`src/sv/assert_macros.svh`:
```
// Assertion macros shared by the RTL files. They expect i_clk and i_rst_n in scope.
`ifndef ASSERT_MACROS_SVH
`define ASSERT_MACROS_SVH

// Same-cycle implication, disabled while reset is held.
`define ASSERT_IMP(lbl, ante, cons, msg) \
    lbl: assert property (@(posedge i_clk) disable iff (!i_rst_n) (ante) |-> (cons)) \
        else $error(msg);

// Next-cycle implication, disabled while reset is held.
`define ASSERT_NXT(lbl, ante, cons, msg) \
    lbl: assert property (@(posedge i_clk) disable iff (!i_rst_n) (ante) |=> (cons)) \
        else $error(msg);

`endif

```
`src/sv/brhp_pkg.sv`:
```
`default_nettype none

package brhp_pkg;

    // Field width of sizes, offsets and lengths on the ports
    localparam int FIELD_W = 63;
    // Default width of the accumulated numbers
    localparam int NUM_W_DEFAULT = 63;

    // Status codes
    localparam logic [1:0] ST_NONE    = 2'd0;
    localparam logic [1:0] ST_VALID   = 2'd1;
    localparam logic [1:0] ST_INVALID = 2'd2;

    // Characters
    localparam logic [7:0] CHAR_DASH = 8'h2D;
    localparam logic [7:0] CHAR_ZERO = 8'h30;
    localparam logic [7:0] CHAR_NINE = 8'h39;

    // Length of the "bytes=" prefix
    localparam logic [2:0] PREFIX_LEN = 3'd6;

    typedef struct packed {
        logic [7:0]         char_code;
        logic               header_empty;
        logic               last_char;
        logic [FIELD_W-1:0] total_size;
    } t_in_word;

    typedef struct packed {
        logic [1:0]         status;
        logic [FIELD_W-1:0] range_offset;
        logic [FIELD_W-1:0] range_length;
    } t_out_word;

    // Header summary handed from the parser to the resolver
    typedef struct packed {
        logic empty;
        logic bad;
        logic seen_dash;
        logic first_present;
        logic second_present;
    } t_snap_flags;

    // Expected character at each prefix position
    function automatic logic [7:0] prefix_char(input logic [2:0] pos);
        logic [7:0] ch;
        unique case (pos)
            3'd0:    ch = 8'h62; // b
            3'd1:    ch = 8'h79; // y
            3'd2:    ch = 8'h74; // t
            3'd3:    ch = 8'h65; // e
            3'd4:    ch = 8'h73; // s
            3'd5:    ch = 8'h3D; // =
            default: ch = 8'h00;
        endcase
        return ch;
    endfunction

endpackage

`default_nettype wire

```
`src/sv/brhp_parser.sv`:
```
`default_nettype none
`include "assert_macros.svh"

module brhp_parser #(
    parameter int NUMBER_WIDTH = brhp_pkg::NUM_W_DEFAULT
) (
    input  wire logic                          i_clk,
    input  wire logic                          i_rst_n,
    input  wire logic                          i_valid,
    input  wire brhp_pkg::t_in_word            i_word,
    output logic                               o_ready,
    output logic                               o_snap_valid,
    output brhp_pkg::t_snap_flags              o_snap_flags,
    output logic [NUMBER_WIDTH-1:0]            o_snap_first,
    output logic [NUMBER_WIDTH-1:0]            o_snap_second,
    output logic [brhp_pkg::FIELD_W-1:0]       o_snap_size,
    input  wire logic                          i_snap_ready
);
    import brhp_pkg::*;

    localparam int W = NUMBER_WIDTH;

    logic [2:0]         r_prefix_pos, n_prefix_pos;
    logic               r_seen_dash, n_seen_dash;
    logic               r_bad, n_bad;
    logic [W-1:0]       r_first, n_first;
    logic               r_first_pres, n_first_pres;
    logic [W-1:0]       r_second, n_second;
    logic               r_second_pres, n_second_pres;
    logic [FIELD_W-1:0] r_size, n_size;

    logic               r_snap_valid;
    t_snap_flags        r_snap_flags, n_snap_flags;
    logic [W-1:0]       r_snap_first;
    logic [W-1:0]       r_snap_second;
    logic [FIELD_W-1:0] r_snap_size;

    logic               ends_header;
    logic               take;
    logic               is_dash;
    logic               is_digit;
    logic [3:0]         digit;
    logic [W-1:0]       acc_sel;
    logic [W+3:0]       acc_next;
    logic               acc_ovf;

    // Consume a word unless it ends the header and the summary slot is full and not being drained
    assign ends_header = i_word.last_char | i_word.header_empty;
    assign o_ready     = !ends_header || !r_snap_valid || i_snap_ready;
    assign take        = i_valid && o_ready;

    // Classify the character and form acc * 10 + digit with overflow bits
    assign is_dash  = (i_word.char_code == CHAR_DASH);
    assign is_digit = (i_word.char_code >= CHAR_ZERO) && (i_word.char_code <= CHAR_NINE);
    assign digit    = 4'(i_word.char_code - CHAR_ZERO);
    assign acc_sel  = r_seen_dash ? r_second : r_first;
    assign acc_next = (W+4)'({acc_sel, 3'b000}) + (W+4)'({acc_sel, 1'b0}) + (W+4)'(digit);
    assign acc_ovf  = |acc_next[W+3:W];

    // Parse state after this character
    always_comb begin
        n_prefix_pos  = r_prefix_pos;
        n_seen_dash   = r_seen_dash;
        n_bad         = r_bad;
        n_first       = r_first;
        n_first_pres  = r_first_pres;
        n_second      = r_second;
        n_second_pres = r_second_pres;
        n_size        = (r_prefix_pos == 3'd0) ? i_word.total_size : r_size;
        if (r_prefix_pos < PREFIX_LEN) begin
            if (i_word.char_code != prefix_char(r_prefix_pos)) begin
                n_bad = 1'b1;
            end
            n_prefix_pos = 3'(r_prefix_pos + 3'd1);
        end else if (!r_bad) begin
            if (is_dash) begin
                if (r_seen_dash) begin
                    n_bad = 1'b1;
                end
                n_seen_dash = 1'b1;
            end else if (is_digit) begin
                if (acc_ovf) begin
                    n_bad = 1'b1;
                end else if (r_seen_dash) begin
                    n_second      = acc_next[W-1:0];
                    n_second_pres = 1'b1;
                end else begin
                    n_first      = acc_next[W-1:0];
                    n_first_pres = 1'b1;
                end
            end else begin
                n_bad = 1'b1;
            end
        end
    end

    // Summary flags for a header that ends here
    always_comb begin
        n_snap_flags = '0;
        if (i_word.header_empty) begin
            n_snap_flags.empty = 1'b1;
        end else begin
            n_snap_flags.bad            = n_bad || (n_prefix_pos < PREFIX_LEN);
            n_snap_flags.seen_dash      = n_seen_dash;
            n_snap_flags.first_present  = n_first_pres;
            n_snap_flags.second_present = n_second_pres;
        end
    end

    // Advance parse state; clear it when a header ends
    always_ff @(posedge i_clk) begin
        if (!i_rst_n) begin
            r_prefix_pos  <= '0;
            r_seen_dash   <= 1'b0;
            r_bad         <= 1'b0;
            r_first       <= '0;
            r_first_pres  <= 1'b0;
            r_second      <= '0;
            r_second_pres <= 1'b0;
            r_size        <= '0;
            r_snap_valid  <= 1'b0;
        end else begin
            if (take) begin
                if (ends_header) begin
                    r_prefix_pos  <= '0;
                    r_seen_dash   <= 1'b0;
                    r_bad         <= 1'b0;
                    r_first       <= '0;
                    r_first_pres  <= 1'b0;
                    r_second      <= '0;
                    r_second_pres <= 1'b0;
                end else begin
                    r_prefix_pos  <= n_prefix_pos;
                    r_seen_dash   <= n_seen_dash;
                    r_bad         <= n_bad;
                    r_first       <= n_first;
                    r_first_pres  <= n_first_pres;
                    r_second      <= n_second;
                    r_second_pres <= n_second_pres;
                end
                if (!i_word.header_empty) begin
                    r_size <= n_size;
                end
            end
            if (take && ends_header) begin
                r_snap_valid <= 1'b1;
            end else if (i_snap_ready) begin
                r_snap_valid <= 1'b0;
            end
        end
    end

    // Hold the summary of the finished header
    always_ff @(posedge i_clk) begin
        if (take && ends_header) begin
            r_snap_flags  <= n_snap_flags;
            r_snap_first  <= n_first;
            r_snap_second <= n_second;
            r_snap_size   <= n_size;
        end
    end

    assign o_snap_valid  = r_snap_valid;
    assign o_snap_flags  = r_snap_flags;
    assign o_snap_first  = r_snap_first;
    assign o_snap_second = r_snap_second;
    assign o_snap_size   = r_snap_size;

    `ASSERT_IMP(a_prefix_sat, 1'b1, r_prefix_pos <= PREFIX_LEN, "prefix counter ran past six")
    `ASSERT_NXT(a_clear_after_end, take && ends_header,
        (r_prefix_pos == 3'd0) && !r_seen_dash && !r_bad, "parse state not cleared at header end")

endmodule

`default_nettype wire

```
`src/sv/brhp_resolver.sv`:
```
`default_nettype none
`include "assert_macros.svh"

module brhp_resolver #(
    parameter int NUMBER_WIDTH = brhp_pkg::NUM_W_DEFAULT
) (
    input  wire logic                          i_clk,
    input  wire logic                          i_rst_n,
    input  wire logic                          i_snap_valid,
    input  wire brhp_pkg::t_snap_flags         i_snap_flags,
    input  wire logic [NUMBER_WIDTH-1:0]       i_snap_first,
    input  wire logic [NUMBER_WIDTH-1:0]       i_snap_second,
    input  wire logic [brhp_pkg::FIELD_W-1:0]  i_snap_size,
    output logic                               o_snap_ready,
    output logic                               o_out_valid,
    output brhp_pkg::t_out_word                o_out_data,
    input  wire logic                          i_out_ready
);
    import brhp_pkg::*;

    logic               r_out_valid;
    t_out_word          r_out, n_out;

    logic [FIELD_W-1:0] first_v;
    logic [FIELD_W-1:0] second_v;
    logic [FIELD_W-1:0] size_v;
    logic [FIELD_W-1:0] size_minus_first;
    logic [FIELD_W-1:0] second_span;
    logic [FIELD_W-1:0] size_minus_second;
    logic               second_below_size;
    logic               take;

    assign first_v  = FIELD_W'(i_snap_first);
    assign second_v = FIELD_W'(i_snap_second);
    assign size_v   = i_snap_size;

    // Candidate offsets and lengths, formed side by side
    assign size_minus_first  = size_v - first_v;
    assign second_span       = FIELD_W'(second_v - first_v + FIELD_W'(1));
    assign size_minus_second = size_v - second_v;
    assign second_below_size = second_v < size_v;

    // Resolve the header against the file size
    always_comb begin
        n_out = '{status: ST_INVALID, range_offset: '0, range_length: '0};
        priority if (i_snap_flags.empty) begin
            n_out.status = ST_NONE;
        end else if (i_snap_flags.bad || (size_v == '0) || !i_snap_flags.seen_dash) begin
            n_out.status = ST_INVALID;
        end else if (!i_snap_flags.first_present) begin
            // Suffix form: last N bytes, clamped to the file
            if (i_snap_flags.second_present && (second_v != '0)) begin
                n_out.status = ST_VALID;
                if (second_below_size) begin
                    n_out.range_offset = size_minus_second;
                    n_out.range_length = second_v;
                end else begin
                    n_out.range_length = size_v;
                end
            end
        end else if ((first_v < size_v)
                     && !(i_snap_flags.second_present && (second_v < first_v))) begin
            // Start-end form: a missing or too large end clamps to the file end
            n_out.status       = ST_VALID;
            n_out.range_offset = first_v;
            n_out.range_length = (i_snap_flags.second_present && second_below_size)
                                 ? second_span : size_minus_first;
        end else begin
            n_out.status = ST_INVALID;
        end
    end

    assign o_snap_ready = !r_out_valid || i_out_ready;
    assign take         = i_snap_valid && o_snap_ready;

    // Result register
    always_ff @(posedge i_clk) begin
        if (!i_rst_n) begin
            r_out_valid <= 1'b0;
        end else if (take) begin
            r_out_valid <= 1'b1;
        end else if (i_out_ready) begin
            r_out_valid <= 1'b0;
        end
    end

    always_ff @(posedge i_clk) begin
        if (take) begin
            r_out <= n_out;
        end
    end

    assign o_out_valid = r_out_valid;
    assign o_out_data  = r_out;

    `ASSERT_IMP(a_len_nonzero, r_out_valid && (r_out.status == ST_VALID),
        r_out.range_length != '0, "valid range with zero length")
    `ASSERT_IMP(a_zero_unless_valid, r_out_valid && (r_out.status != ST_VALID),
        (r_out.range_offset == '0) && (r_out.range_length == '0), "nonzero range on non-valid")

endmodule

`default_nettype wire

```
`src/sv/byte_range_header_parser.sv`:
```
// Byte-range header parser, one header character per word.
// Throughput: one word per cycle, with or without result, stalled only by the result side.
// Path: the word that ends a header passes the input register, the parse and summary
// register, and the resolve and result register before its result is presented.
// Reset: i_rst_n synchronous active low; clears all valid flags, parse state and size.
`default_nettype none

module byte_range_header_parser #(
    parameter int NUMBER_WIDTH = brhp_pkg::NUM_W_DEFAULT
) (
    input  wire logic                i_clk,
    input  wire logic                i_rst_n,
    input  wire logic                i_in_valid,
    input  wire brhp_pkg::t_in_word  i_in_data,
    output logic                     o_in_ready,
    output logic                     o_out_valid,
    output brhp_pkg::t_out_word      o_out_data,
    input  wire logic                i_out_ready
);
    import brhp_pkg::*;

    logic               r_in_valid;
    t_in_word           r_in;
    logic               parse_ready;

    logic               snap_valid;
    logic               snap_ready;
    t_snap_flags        snap_flags;
    logic [NUMBER_WIDTH-1:0] snap_first;
    logic [NUMBER_WIDTH-1:0] snap_second;
    logic [FIELD_W-1:0] snap_size;

    // Input register: take a word when empty or when the parser drains it
    assign o_in_ready = !r_in_valid || parse_ready;

    always_ff @(posedge i_clk) begin
        if (!i_rst_n) begin
            r_in_valid <= 1'b0;
        end else if (o_in_ready) begin
            r_in_valid <= i_in_valid;
        end
    end

    always_ff @(posedge i_clk) begin
        if (o_in_ready && i_in_valid) begin
            r_in <= i_in_data;
        end
    end

    brhp_parser #(
        .NUMBER_WIDTH (NUMBER_WIDTH)
    ) u_parser (
        .i_clk         (i_clk),
        .i_rst_n       (i_rst_n),
        .i_valid       (r_in_valid),
        .i_word        (r_in),
        .o_ready       (parse_ready),
        .o_snap_valid  (snap_valid),
        .o_snap_flags  (snap_flags),
        .o_snap_first  (snap_first),
        .o_snap_second (snap_second),
        .o_snap_size   (snap_size),
        .i_snap_ready  (snap_ready)
    );

    brhp_resolver #(
        .NUMBER_WIDTH (NUMBER_WIDTH)
    ) u_resolver (
        .i_clk         (i_clk),
        .i_rst_n       (i_rst_n),
        .i_snap_valid  (snap_valid),
        .i_snap_flags  (snap_flags),
        .i_snap_first  (snap_first),
        .i_snap_second (snap_second),
        .i_snap_size   (snap_size),
        .o_snap_ready  (snap_ready),
        .o_out_valid   (o_out_valid),
        .o_out_data    (o_out_data),
        .i_out_ready   (i_out_ready)
    );

endmodule

`default_nettype wire

```
`config.mk`:
```
export PLATFORM = sky130hd
export DESIGN_NAME = byte_range_header_parser
export DESIGN_NICKNAME = d
export VERILOG_FILES = /design/src/sv/brhp_pkg.sv /design/src/sv/brhp_parser.sv /design/src/sv/brhp_resolver.sv /design/src/sv/byte_range_header_parser.sv
export VERILOG_INCLUDE_DIRS = /design/src /design/src/sv
export SDC_FILE = /design/constraint.sdc
export NUM_CORES = 2
export LEC_CHECK = 0
export BUFFER_PORTS_ARGS = -buffer_cell sky130_fd_sc_hd__buf_4
export CAP_MARGIN = 5
export CORE_MARGIN = 1.5
export CORE_UTILIZATION = 60
export DETAILED_ROUTE_END_ITERATION = 16
export PLACE_DENSITY = 0.78
export SLEW_MARGIN = 20
export SYNTH_ARGS = -nofsm -noshare
export SYNTH_HDL_FRONTEND = slang
export SYNTH_SLANG_ARGS = --single-unit
```
`constraint.sdc`:
```
create_clock -name i_clk -period 17.5 [get_ports i_clk]
set_input_delay 3.5 -clock i_clk [delete_from_list [all_inputs] [get_ports i_clk]]
set_output_delay 3.5 -clock i_clk [all_outputs]
set_load 0.01 [all_outputs]
```
; Word level (Yosys, flattened, before mapping)
; Cells that the tools add are included.
[word_totals]
out_inout_bits = 130
inputBits = 77
reg_bits = 594
wordCells = 140
[op_classes]
order_cmp = 7
n_eq_ne = 7
mux = 59
bitwise = 2
reduce_logical = 30
add_sub_neg = 8
[ops]
columns = cell, n
row1 = 63-bit 2-to-1 mux, 19
row2 = 128-bit 2-to-1 mux, 2
row3 = 63-bit less-than comparator, 3
row4 = 63-bit subtractor, 3
row5 = 126-bit 2-to-1 mux, 1
row6 = 66-bit by 64-bit adder with 67-bit output, 1
row7 = 67-bit by 4-bit adder with 67-bit output, 1
row8 = "63-bit by 1-bit adder with 63-bit output, second input constant", 1
row9 = 63-bit logical NOT, 1
row10 = 63-bit nonzero test, 1
row11 = 7-bit case mux with 6 select lines, 1
row12 = 1-bit 2-to-1 mux, 31
row13 = 1-bit logical AND, 9
row14 = "8-bit by 6-bit == test with 1-bit output, second input constant", 1
row15 = "8-bit by 6-bit greater-or-equal comparator with 1-bit output, second input constant", 1
row16 = "8-bit by 6-bit <= comparator with 1-bit output, second input constant", 1
row17 = 8-bit 2-to-1 mux, 1
row18 = 8-bit inequality test, 1
row19 = 1-bit logical OR, 7
row20 = "3-bit by 2-bit == test with 1-bit output, second input constant", 2
row21 = "3-bit == test, second input constant", 2
row22 = 1-bit logical NOT, 6
row23 = "3-bit less-than comparator, second input constant", 2
row24 = 3-bit 2-to-1 mux, 2
row25 = 11 further kinds, 13

; Longest topological paths before layout
[depth]
word_depth = 10
ltp_mapped = 24
ltp_nobuf = 18

; Hierarchy
; From an unflattened synthesis, not the netlist that was laid out.
[hier_totals]
cells_unflattened = 4557
area_unflattened_um2 = 43060.0
[by_module_without_submodules]
columns = mod, instances, cells_each, area_per_inst_um2, seq_area_each_um2
row1 = brhp_parser, 1, 1807, 20470.9, 9769.4
row2 = brhp_resolver, 1, 2672, 20339.5, 3863.7
row3 = byte_range_header_parser, 1, 78, 2249.7, 2212.1

; Least setup slack after synthesis
; No wires, ideal clock.
[synth_path]
path_kind = input to register
startpoint = input port i_out_ready
endpoint = register u_parser.r_snap_first[0] (netlist: u_parser.o_snap_first[0]) (enable)
path_stages = 5
slack_ps = 4730
setup_ps = 752
n_path_buf = 1
arrival_time_ps = 12019
required_time_ps = 16748
cell_sequence = nor2b_1 nand2_1 o21ai_1 clkbuf_1 nor2_1
[synth_between]
elab_chain_cells = 4
[synth_lines]
columns = item, line_no
row1 = start: declaration, byte_range_header_parser.sv:18  ; input wire logic i_out_ready
row2 = 1-bit logical OR, brhp_resolver.sv:73  ; assign o_snap_ready = !r_out_valid || i_out_ready;
row3 = 1-bit logical OR, brhp_parser.sv:49  ; assign o_ready = !ends_header || !r_snap_valid || i_snap_ready;
row4 = 1-bit logical AND, brhp_parser.sv:50  ; assign take = i_valid && o_ready;
row5 = 1-bit logical AND, brhp_parser.sv:155  ; if (take && ends_header) begin
row6 = end signal: assignment, brhp_parser.sv:157  ; r_snap_first <= n_first;
row7 = end: declaration, brhp_parser.sv:34  ; logic [W-1:0] r_snap_first;
; No other way between the ends.
; A chain may end at the register's enable or synchronous reset.

; Worst setup path in the final report
[layout_path]
startpoint = input port i_out_ready
endpoint = output port o_in_ready
[layout_between]
elab_chain_cells = 3
[layout_lines]
columns = item, line_no
row1 = 1-bit logical OR, brhp_resolver.sv:73
row2 = 1-bit logical OR, brhp_parser.sv:49
row3 = 1-bit logical OR, byte_range_header_parser.sv:34  ; assign o_in_ready = !r_in_valid || parse_ready;
row4 = end: declaration, byte_range_header_parser.sv:15  ; output logic o_in_ready,
; No other way between the ends.

==> results_dict.tcl <==
set metrics [dict create \
    ir_drop_mv 0.07584 \
    power_density_nw_per_um2 70.63 \
    rows 97 \
    grt_overflow 0 \
    cp-endpoint "o_in_ready" \
    fin_skew_ns 0.06136 \
    grt_pass1_vias 33180 \
    cts_tree "done" \
    r2r_setup_slack_ns 10.75 \
    dp_hpwl_um 108700 \
    setup_viol 0 \
    max_slew.worst_pin.slew_ns 1.082 \
    hp-class "register to register" \
    dieArea_um2 72480 \
    timing.rr.start "u_parser.r_seen_dash" \
    use_met3 0.08629 \
    via_per_inst 6.500 \
    ctsHoldBuffers 0 \
    root_buffer "clkbuf_16" \
    cts_resized 0 \
    synth_nets 5022 \
    synth.yosys.warnings 0 \
    hold_violations 0 \
    critPathLaunchType "primary input" \
    top_usage_layer "met1" \
    die_x_um 269.2 \
    final.setup.tns_ns 0 \
    ys_top_cells_by_count "395 x edfxtp_1, 394 x nand2_1, 382 x ha_1, 372 x a21oi_1, 315 x nor2_1" \
    period_needed_ns 8.018 \
    path_clk_slew_ns 0.06 \
    status "complete, no violations" \
    htreeDepth 2 \
    ant_nets 0 \
    slew_violations 0 \
    nFillCells 5838 \
    io-pin-count 207 \
    cts.sinks 594 \
    routed_wirelength_um 139600 \
    synth_edf_count 395 \
    nets 5076 \
    grtUsageMet2 0.5111 \
    synth_compound_area_frac 0.2188 \
    r2r-end "u_parser.o_snap_second[49]" \
    grt_pass1_wl_um 205800 \
    syn_area_um2 42530 \
    first_pass_iters 8 \
    startpoint "i_out_ready" \
    drt_iter0_markers 4597 \
    required_ns 14.00 \
    clockBufferDepth 3 \
    worstPathMaxFanout 3 \
    initial_core_util 0.6062 \
    synth-adder-area-share 0.1289 \
    track_usage 0.3721 \
    numPortBuffers 206 \
    maxSlewHeadroom 0.2693 \
    rr_worst_depth 19 \
    ys_types 96 \
    fin_cells 5575 \
    grt_util_met1 0.5711 \
    die_h_um 269.2 \
    leakage_nw 18.60 \
    num_vias 36240 \
    cap_violations 0 \
    drive_gt1_frac 0.1159 \
    core_area_um2 70150 \
    gp_congestion 1.037 \
    drc 0 \
    clk_latency_ns 0.67 \
    crit_type "primary input to primary output" \
    yosys-top-cells-area "edfxtp_1 28%, ha_1 11%, dfxtp_1 9.4%" \
    synthSimpleGateAreaFrac 0.1208 \
    ys_async_sr_fraction 0 \
    synth_xor_area_frac 0.06096 \
    syn2layout_area_growth_pct 9.739 \
    cts_buffers 60 \
    fmax_ghz 0.1247 \
    rsz0062_at_grt "false" \
    synth_top_cell_area_share 0.2789 \
    period_share 0.4582 \
    cts_setup_buffers 0 \
    synth.most_common_cell "edfxtp_1" \
    seq_area_frac_synth 0.3726 \
    arrival_ns 4.52 \
    synth.largest_area_cell "edfxtp_1" \
    end_kind "primary output" \
    antenna_found_initial 1 \
    routedWlPerCell_um 25.05 \
    syn_avg_cell_area_um2 9.392 \
    dominantRegCellSynth "edfxtp_1" \
    synthCells 4528 \
    dp.cells 5460 \
    synth_top_family_by_area "compound AO/OA/AOI/OAI gates" \
    muxShareOfSynthArea 0.05149 \
    grt_max_degree 174 \
    synth-seq-cells 594 \
]
## power by group
group	switching, mW	internal [mW]
clock network	0.558	0.792
registers	0.0389	1.54
logic	0.229	0.143
## critical path: stages
cell and delay, ns:
buf_4 0.11, nor2b_1 0.28, nand2_1 0.19, nor2_1 0.20, nand2_1 0.10, buf_4 0.15
## per-stage QoR
step	setup slack [ns]	cell area [µm²]	utilization	total power [mW]	hold slack [ns]
global route	9.387	46660	0.6652	3.389	0.4911
CTS	9.498	46660	0.6651	3.295	0.4814
global placement	9.514	44540	0.6350	1.958	0.4610
detailed placement	9.502	44540	0.6350	1.960	0.4722
floorplan	4.730	42530	-	1.839	0.4374
finish	9.482	46670	0.6653	3.296	0.4807
## worst min path at each step
stage                     startpoint                     to  slack [ns]  cells after the start
6_report         u_parser.r_size[19]    u_parser.r_size[19]        0.48                      2
2_1_floorplan  u_parser.r_first_pres  u_parser.r_first_pres        0.44                      2
5_1_grt          u_parser.r_size[31]    u_parser.r_size[31]        0.49                      2
3_5_place_dp     u_parser.r_size[17]    u_parser.r_size[17]        0.47                      2
3_3_place_gp     u_parser.r_size[39]    u_parser.r_size[39]        0.46                      2
4_1_cts          u_parser.r_size[17]    u_parser.r_size[17]        0.48                      2
## logic make-up after synthesis
logic type,count (synthesis)
AOI/OAI and AO/OA,1431
xor gates and xnor gates,296
adders and majority gates,417
buffers and inverters,493
DFF,594
muxes,201
and+or+nand+nor,1096
## cell usage in the layout, fill, tap and decap left out, types with 59 or more instances in the layout
cell type,instances
mux2i_1,59
mux2_2,142
xor2_1,121
inv_1,248
a21o_1,111
buf_4,236
nand2_1,394
o21ai_0,306
nor2_1,311
nand4_1,70
edfxtp_1,395
a21boi_0,76
clkbuf_16,63
ha_1,382
xnor2_1,175
dfxtp_1,198
a22o_1,134
a21oi_1,372
## area by class of cell
cell class	instances	area (µm²)	area share
antenna	1	2.502	0.00005362
clock inverter	25	351.6	0.007534
inverter	248	930.9	0.01995
multi-input combinational	3441	24800	0.5315
sequential	594	15850	0.3396
tap	940	1176	0.02520
timing repair buffer	237	1792	0.03839
clock buffer	89	1764	0.03780
## routing by layer
layer	vias up	share of wire
met5	-	0.000064
met4	2	0.034
met3	195	0.12
met2	1951	0.40
met1	17360	0.44
li1	16730	-
## state kept, by name (all words and copies together), names as in the netlist
name,count
u_resolver.o_out_data,128
r_in,73
u_parser.o_snap_first,63
u_parser.o_snap_second,63
u_parser.o_snap_size,63
u_parser.r_first,63
u_parser.r_second,63
u_parser.r_size,63
u_parser.o_snap_flags,5
u_parser.r_prefix_pos,3
r_in_valid,1
u_parser.o_snap_valid,1
u_parser.r_bad,1
u_parser.r_first_pres,1
u_parser.r_second_pres,1
u_parser.r_seen_dash,1
u_resolver.o_out_valid,1
Note: power is estimated with default switching activity, not from simulation.
